### src/rtl/srs_pkg.sv
`timescale 1ns / 1ps

package srs_pkg;

  // Field and accumulator widths
  localparam int SAMPLE_W    = 24;
  localparam int SAMPLE_BITS = 24;
  localparam int MAX_SAMPLES = 65535;
  localparam int CNT_W       = 16;
  localparam int SUM_W       = 41;
  localparam int SQSUM_W     = 62;
  localparam int SQ_W        = 2 * SAMPLE_BITS;
  localparam int RES_W       = 32;
  localparam int STAT_W      = 3;
  localparam int FRAC_BITS   = 20;

  // Closing arithmetic widths
  localparam int NUM_W   = SUM_W + 1;
  localparam int MUL_A_W = 64;
  localparam int MUL_B_W = 41;
  localparam int PROD_W  = MUL_A_W + MUL_B_W;
  localparam int D_W     = 80;
  localparam int DVD_W   = D_W + 2 * FRAC_BITS;
  localparam int Q_W     = 64;

  // Sequencer step counts
  localparam int MUL_STEPS  = MUL_B_W;
  localparam int DIV_STEPS  = DVD_W;
  localparam int SQRT_STEPS = Q_W / 2;
  localparam int STEP_W     = $clog2(DIV_STEPS);

  typedef enum logic [STAT_W-1:0] {
    ST_OK    = 3'd0,
    ST_EMPTY = 3'd1,
    ST_ZVAR  = 3'd2,
    ST_SAT   = 3'd3,
    ST_DROP  = 3'd4
  } status_t;

  typedef enum logic [1:0] {
    MSEL_NS = 2'd0,  // count * square_sum
    MSEL_SS = 2'd1,  // |sum| * |sum|
    MSEL_MM = 2'd2   // |excess| * |excess|
  } mul_sel_t;

  typedef struct packed {
    logic     accept;
    logic     calc_num;
    logic     mul_start;
    mul_sel_t mul_sel;
    logic     mul_step;
    logic     save_d1;
    logic     save_d;
    logic     load_div;
    logic     div_step;
    logic     sqrt_load;
    logic     sqrt_step;
    logic     out_load;
    status_t  out_code;
  } dp_cmd_t;

  typedef struct packed {
    logic count_zero;
    logic d_zero;
  } dp_stat_t;

endpackage

### src/rtl/srs_ctrl.sv
`timescale 1ns / 1ps

module srs_ctrl import srs_pkg::*; (
  input  logic     clk,
  input  logic     rst,
  input  logic     in_valid,
  input  logic     in_last,
  output logic     in_ready,
  input  logic     out_ready,
  output logic     out_valid,
  input  dp_stat_t stat,
  output dp_cmd_t  cmd
);

  typedef enum logic [3:0] {
    S_IDLE, S_FLUSH, S_NS_LOAD, S_NS_MUL, S_SS_LOAD, S_SS_MUL, S_D_SUB, S_D_CHK,
    S_MM_MUL, S_DIV_LOAD, S_DIV, S_SQRT_LOAD, S_SQRT, S_DONE
  } state_t;

  state_t              state;
  logic [STEP_W-1:0]   cnt;
  status_t             code;

  assign in_ready = (state == S_IDLE);

  // State, step counter and output valid
  always_ff @(posedge clk) begin
    if (rst) begin
      state     <= S_IDLE;
      cnt       <= '0;
      code      <= ST_OK;
      out_valid <= 1'b0;
    end else begin
      if (cmd.out_load) begin
        out_valid <= 1'b1;
      end else if (out_ready) begin
        out_valid <= 1'b0;
      end
      case (state)
        S_IDLE: begin
          if (in_valid && in_last) begin
            state <= S_FLUSH;
          end
        end
        S_FLUSH: begin
          if (stat.count_zero) begin
            code  <= ST_EMPTY;
            state <= S_DONE;
          end else begin
            state <= S_NS_LOAD;
          end
        end
        S_NS_LOAD: begin
          cnt   <= STEP_W'(MUL_STEPS - 1);
          state <= S_NS_MUL;
        end
        S_NS_MUL: begin
          cnt <= cnt - 1'b1;
          if (cnt == '0) begin
            state <= S_SS_LOAD;
          end
        end
        S_SS_LOAD: begin
          cnt   <= STEP_W'(MUL_STEPS - 1);
          state <= S_SS_MUL;
        end
        S_SS_MUL: begin
          cnt <= cnt - 1'b1;
          if (cnt == '0) begin
            state <= S_D_SUB;
          end
        end
        S_D_SUB: begin
          state <= S_D_CHK;
        end
        S_D_CHK: begin
          if (stat.d_zero) begin
            code  <= ST_ZVAR;
            state <= S_DONE;
          end else begin
            cnt   <= STEP_W'(MUL_STEPS - 1);
            state <= S_MM_MUL;
          end
        end
        S_MM_MUL: begin
          cnt <= cnt - 1'b1;
          if (cnt == '0) begin
            state <= S_DIV_LOAD;
          end
        end
        S_DIV_LOAD: begin
          cnt   <= STEP_W'(DIV_STEPS - 1);
          state <= S_DIV;
        end
        S_DIV: begin
          cnt <= cnt - 1'b1;
          if (cnt == '0) begin
            state <= S_SQRT_LOAD;
          end
        end
        S_SQRT_LOAD: begin
          cnt   <= STEP_W'(SQRT_STEPS - 1);
          state <= S_SQRT;
        end
        S_SQRT: begin
          cnt <= cnt - 1'b1;
          if (cnt == '0) begin
            code  <= ST_OK;
            state <= S_DONE;
          end
        end
        S_DONE: begin
          if (!out_valid || out_ready) begin
            state <= S_IDLE;
          end
        end
        default: begin
          state <= S_IDLE;
        end
      endcase
    end
  end

  // Datapath command decode
  always_comb begin
    cmd          = '0;
    cmd.mul_sel  = MSEL_NS;
    cmd.out_code = code;
    case (state)
      S_IDLE:      cmd.accept = in_valid;
      S_FLUSH:     cmd.calc_num = 1'b1;
      S_NS_LOAD: begin
        cmd.mul_start = 1'b1;
        cmd.mul_sel   = MSEL_NS;
      end
      S_NS_MUL:    cmd.mul_step = 1'b1;
      S_SS_LOAD: begin
        cmd.save_d1   = 1'b1;
        cmd.mul_start = 1'b1;
        cmd.mul_sel   = MSEL_SS;
      end
      S_SS_MUL:    cmd.mul_step = 1'b1;
      S_D_SUB:     cmd.save_d = 1'b1;
      S_D_CHK: begin
        cmd.mul_start = !stat.d_zero;
        cmd.mul_sel   = MSEL_MM;
      end
      S_MM_MUL:    cmd.mul_step = 1'b1;
      S_DIV_LOAD:  cmd.load_div = 1'b1;
      S_DIV:       cmd.div_step = 1'b1;
      S_SQRT_LOAD: cmd.sqrt_load = 1'b1;
      S_SQRT:      cmd.sqrt_step = 1'b1;
      S_DONE:      cmd.out_load = !out_valid || out_ready;
      default:     cmd.accept = 1'b0;
    endcase
  end

endmodule

### config.mk
export PLATFORM = sky130hd
export DESIGN_NAME = srs_ctrl
export DESIGN_NICKNAME = d
export VERILOG_FILES = /design/src/rtl/srs_pkg.sv /design/src/rtl/srs_ctrl.sv
export SDC_FILE = /design/constraint.sdc
export NUM_CORES = 1
export LEC_CHECK = 0
export BUFFER_PORTS_ARGS = -buffer_cell sky130_fd_sc_hd__buf_2
export CAP_MARGIN = 20
export CORE_UTILIZATION = 53
export CTS_CLUSTER_DIAMETER = 50
export DETAILED_ROUTE_END_ITERATION = 8
export PLACE_DENSITY = 0.86
export SETUP_SLACK_MARGIN = 0.1
export SYNTH_ARGS = -nofsm -noshare
export SYNTH_HDL_FRONTEND = slang
export SYNTH_SLANG_ARGS = --single-unit
### constraint.sdc
create_clock -name clk -period 2 [get_ports clk]
set_input_delay 0.2 -clock clk [delete_from_list [all_inputs] [get_ports clk]]
set_output_delay 0.2 -clock clk [all_outputs]
set_load 0.01 [all_outputs]
Word-level counts from Yosys, hierarchy flattened
Cells that the tools add are included.

Bits in registers: 15. Input port bits: 7. Word-level logic and storage cells: 72. Output and inout bits: 18.

Reduce and logical (&&, ||, !) cells: 15. Mux-type cells: 29. Add/sub/neg operators: 1. Eq/ne operators: 23.

Operator list (count): $pmux 4 s14 (1); $pmux 7 s5 (1); $mux 4 (8); $eq 4x4->1 const B (6); $ne 2x2->1 const B (9); $pmux 3 s3 (2); $eq 4x3->1 const B (4); $mux 1 (12); $mux 3 (4); $eq 4x2->1 const B (2); $logic_not 7->1 (1); $mux 7 (1); $reduce_and 7->1 (1); $sub 7x1->7 const B (1); $reduce_bool 5->1 (1); $reduce_or 5->1 (1); $eq 4x1->1 const B (1); $logic_not 4->1 (1); $reduce_and 4->1 (1); $reduce_bool 3->1 (1); $reduce_or 3->1 (1); $logic_not 1->1 (2); $ne 2x1->1 const B (1); $reduce_and 2->1 (1); 4 further kinds (4).

Longest topological paths before layout
Depth in word-level cells: 4. Gate-level depth with buffers: 7. Gate-level depth less buffers: 7.

Worst setup path before layout
OpenSTA, ideal clock, no wires.

Path type: reg2reg. From: register state[3]. To: register state[1]. Required time: 1.872 ns. Arrival: 1.385 ns. Buffers on the path: 1. Setup time: 0.128 ns. Cell stages (with the launch flop): 7. Period minus slack after synthesis: 1.513 ns. Slack: 0.487 ns. Path through: dfxtp_1 -> buf_6 -> nor4_2 -> a2bb2oi_1 -> o21a_2 -> mux2i_1 -> nor2_1.

Cells in the longest elaborated chain, start to end: 3. Elaborated cells on any way between the ends: 23. Classes of those cells: eq/ne: 20; mux: 1; reduce/logical: 2.

RTL lines: start: declaration (line srs_ctrl.sv:20) `state_t state;`; start signal: assignment (line srs_ctrl.sv:29) `state <= S_IDLE;`; start signal: assignment (line srs_ctrl.sv:42) `state <= S_FLUSH;`; start signal: assignment (line srs_ctrl.sv:48) `state <= S_DONE;`; $logic_not 4->1 *; net in_ready (line srs_ctrl.sv:8) `output logic in_ready,`; $ne 2x1->1 (no line); $reduce_and 7->1 (no line).

The timed path passes the listed nets; every way through them passes the cells marked *. A chain may end at the register's enable or synchronous reset.

==> reports/results.tsv <==
metric	value	unit
RSZ-0062 raised after global routing	no	
Pleak	0.524	nW
crit-path cells	inv_1 -> nand2_1 -> nor3b_2 -> buf_2	
Worst-Skew Late Latency	280	ps
WL final	2510	µm
total grt overflow	0	
Max Cap Viol	0	
clock slew at reported path FFs	80	ps
I/O Buffers	23	
Root Driver	clkbuf_4	
syn_nets	151	
DR WL/cell	13.4	µm
P_sw	0.00110	W
multi-input logic area	713	µm²
r2r worst-path depth	5	
hold depth	3	
Final Setup Violations	0	
Clock power frac	0.072	
largest net degree at the start of global routing	20	
fin cells	188	
htree depth	1	
Syn Inst Count	142	
top_reg_cell synth	dfxtp_1	
nature of the critical path startpoint	flop	
Hold Startpoint	stat[1]	
ant diodes	0	
Tmin final	1770	ps
CP Depth	4	
Comb pwr share	0.638	
number of enable flip-flop cells after synthesis	0	
final hold vios	0	
fraction of layout cells with a size suffix above 1	0.286	
Die Area	0.00225	mm²
hold path endpoint	code[0]	
DRC	0	
Arr. time, crit path	1570	ps
Pint	0.00112	W
register area share after synthesis	0.256	
Final Slew Violations	0	
Hold WC Path Type	primary input to flop	
setup bufs post-CTS	0	
vias per cell	5.82	
vias in the first global route	933	
setup TNS	0	ps
worst reg2reg path startpoint	state[1]	
warnings from Yosys	0	
height of the die	47.4	µm
Placer Congestion	0.902	
post-synthesis cell type count	46	
number of routed nets with antenna violations	0	
Synth top cells by count	dfxtp_1, nand2_1, nor2_1, a21oi_1, o21ai_0	
CP bufs+invs	2	
WP data required	1800	ps
Setup Skew	3.10	ps
Max VDD drop	1.09	mV
Max Fclk	566	MHz
number of synthesized register bits	14	
core box area	0.00194	mm²
first-pass GRT wire length	3930	µm
clk buf depth	2	
area share of the largest cell type after synthesis	0.256	
Reg area	285	µm²
synth top area cells	dfxtp_1, a21oi_1, nand2_1, nor2_1, o21ai_0	
crit path kind	flop to output port	
Filler cells	188	
status	finished, final reports clean	
IO Pins	25	
worst-path fanout max	16	
Die X	47.4	µm
Async SR Flop Fraction	0	
Top Family by Delay on Critical Path	simple AND/OR/NAND/NOR gates	
HPWL Detailed	1920	µm
nets	172	
Crit. End Element	output port	
Avg Inst Size Synth	7.70	µm²
Initial Utilization	0.563	
initial antenna violation count	0	
Synth area leader	dfxtp_1	
Num CTS Buffers	3	
CTS Sinks	14	
crit share post-route	0.883	
Slowest-stage cell, CP	dfxtp_2	
via count	1094	
DRT iter0 DRCs	23	
R2R Setup Slk	310	ps
CTS tree	built	
dpl cells	185	
Tot GR Track Use	0.249	
PD cells	1820	mW/mm²
Net Sw Frac	0.495	
area delta synth->final	11.4	%
critical path's largest stage delay	440	ps
Post-CTS Hold Buffers	0	
Pre-antenna DRT Iters	5	
synthesized area	0.00109	mm²
r2r endpoint	state[0]	
Cell Rows	16	
register share of total power	0.290	
layout make-up:
type,count,area share
repair buffers,26,0.113
inverters,7,0.0216
flip-flops and latches,14,0.234
well taps,27,0.0277
multi-input cells,111,0.585
clock buffers,3,0.0185
worst max-delay path by stage:
stage | from | to | slack (ps)
finish | state[2] | cmd[7] | 230
detailed placement | state[1] | state[0] | 90
global route | state[2] | cmd[7] | 130
floorplan | state[3] | state[1] | 490
CTS | state[3] | cmd[7] | 50
global placement | state[1] | state[0] | 160
worst register-to-register path, cell delays in order (launching register included):
cell and delay (ps):
dfxtp_2 580, nand4b_1 230, a2bb2oi_1 270, o21ai_1 140
nor4_1 280, nor3_1 70
state kept, by name, summed over array words and instances (netlist names):
signal,flops
code,2
cnt,7
state,4
out_valid,1
cells in the final DEF (no fill, tap or decap), drive strengths merged, types with 2 or more instances in the layout:
master / n
mux2i: 2
nor2: 15
or2: 2
a31oi: 2
ha: 2
o21a: 2
nor2b: 4
a22oi: 2
buf: 26
inv: 7
nor4: 2
nand3: 3
nand2b: 5
dfxtp: 14
nand2: 14
nor3: 7
clkbuf: 3
nor3b: 3
a21o: 2
and2: 3
a211oi: 3
o21ai: 11
a21oi: 12
stage by stage:
| step | utilization | worst slack, ps | power [W] | cell area, µm² | hold WS [ps] |
|---|---|---|---|---|---|
| 2_1_floorplan | - | 487 | 0.00175 | 1090 | 270 |
| 3_3_place_gp | 0.611 | 162 | 0.00196 | 1190 | 458 |
| 3_5_place_dp | 0.611 | 90.6 | 0.00204 | 1190 | 479 |
| 4_1_cts | 0.624 | 52.6 | 0.00220 | 1210 | 189 |
| 5_1_grt | 0.628 | 126 | 0.00243 | 1220 | 189 |
| 6_report | 0.628 | 233 | 0.00222 | 1220 | 187 |
metal layers:
metal / track usage / vias to the layer above / share of wire
met5: 0 / - / 0
met4: 0.0971 / 0 / 0.019
met3: 0.0340 / 7 / 0.040
met2: 0.427 / 30 / 0.50
met1: 0.316 / 520 / 0.44
li1: - / 537 / -
power by group through the flow:
stage	sequential [W]	combinational (W)	clock, W
after global placement	0.000613	0.00135	0
after floorplan	0.000474	0.00128	0
after CTS	0.000628	0.00141	0.000161
after detailed placement	0.000630	0.00141	0
final	0.000643	0.00142	0.000160
after global routing	0.000668	0.00158	0.000178
repair_timing:
| item | 4_1_cts | 5_1_grt |
|---|---|---|
| endpoints found under the setup margin | 6 | 5 |
| gates resized for setup | 2 | 3 |
| gates cloned | 0 | 0 |
logic make-up (layout without fill, tap and decap cells):
| logic type | Yosys count | count (layout) | synth area share |
|---|---|---|---|
| AO/OA/AOI/OAI | 42 | 42 | 0.262 |
| XOR/XNOR | 2 | 2 | 0.0160 |
| adder cells (fa/ha/maj) | 2 | 2 | 0.0229 |
| buffers and inverters | 17 | 36 | 0.0961 |
| flip-flops | 14 | 14 | 0.256 |
| multiplexers | 2 | 2 | 0.0183 |
| other | 1 | 1 | 0.00343 |
| AND/OR/NAND/NOR | 62 | 62 | 0.325 |
(Power assumes the default switching activity.)
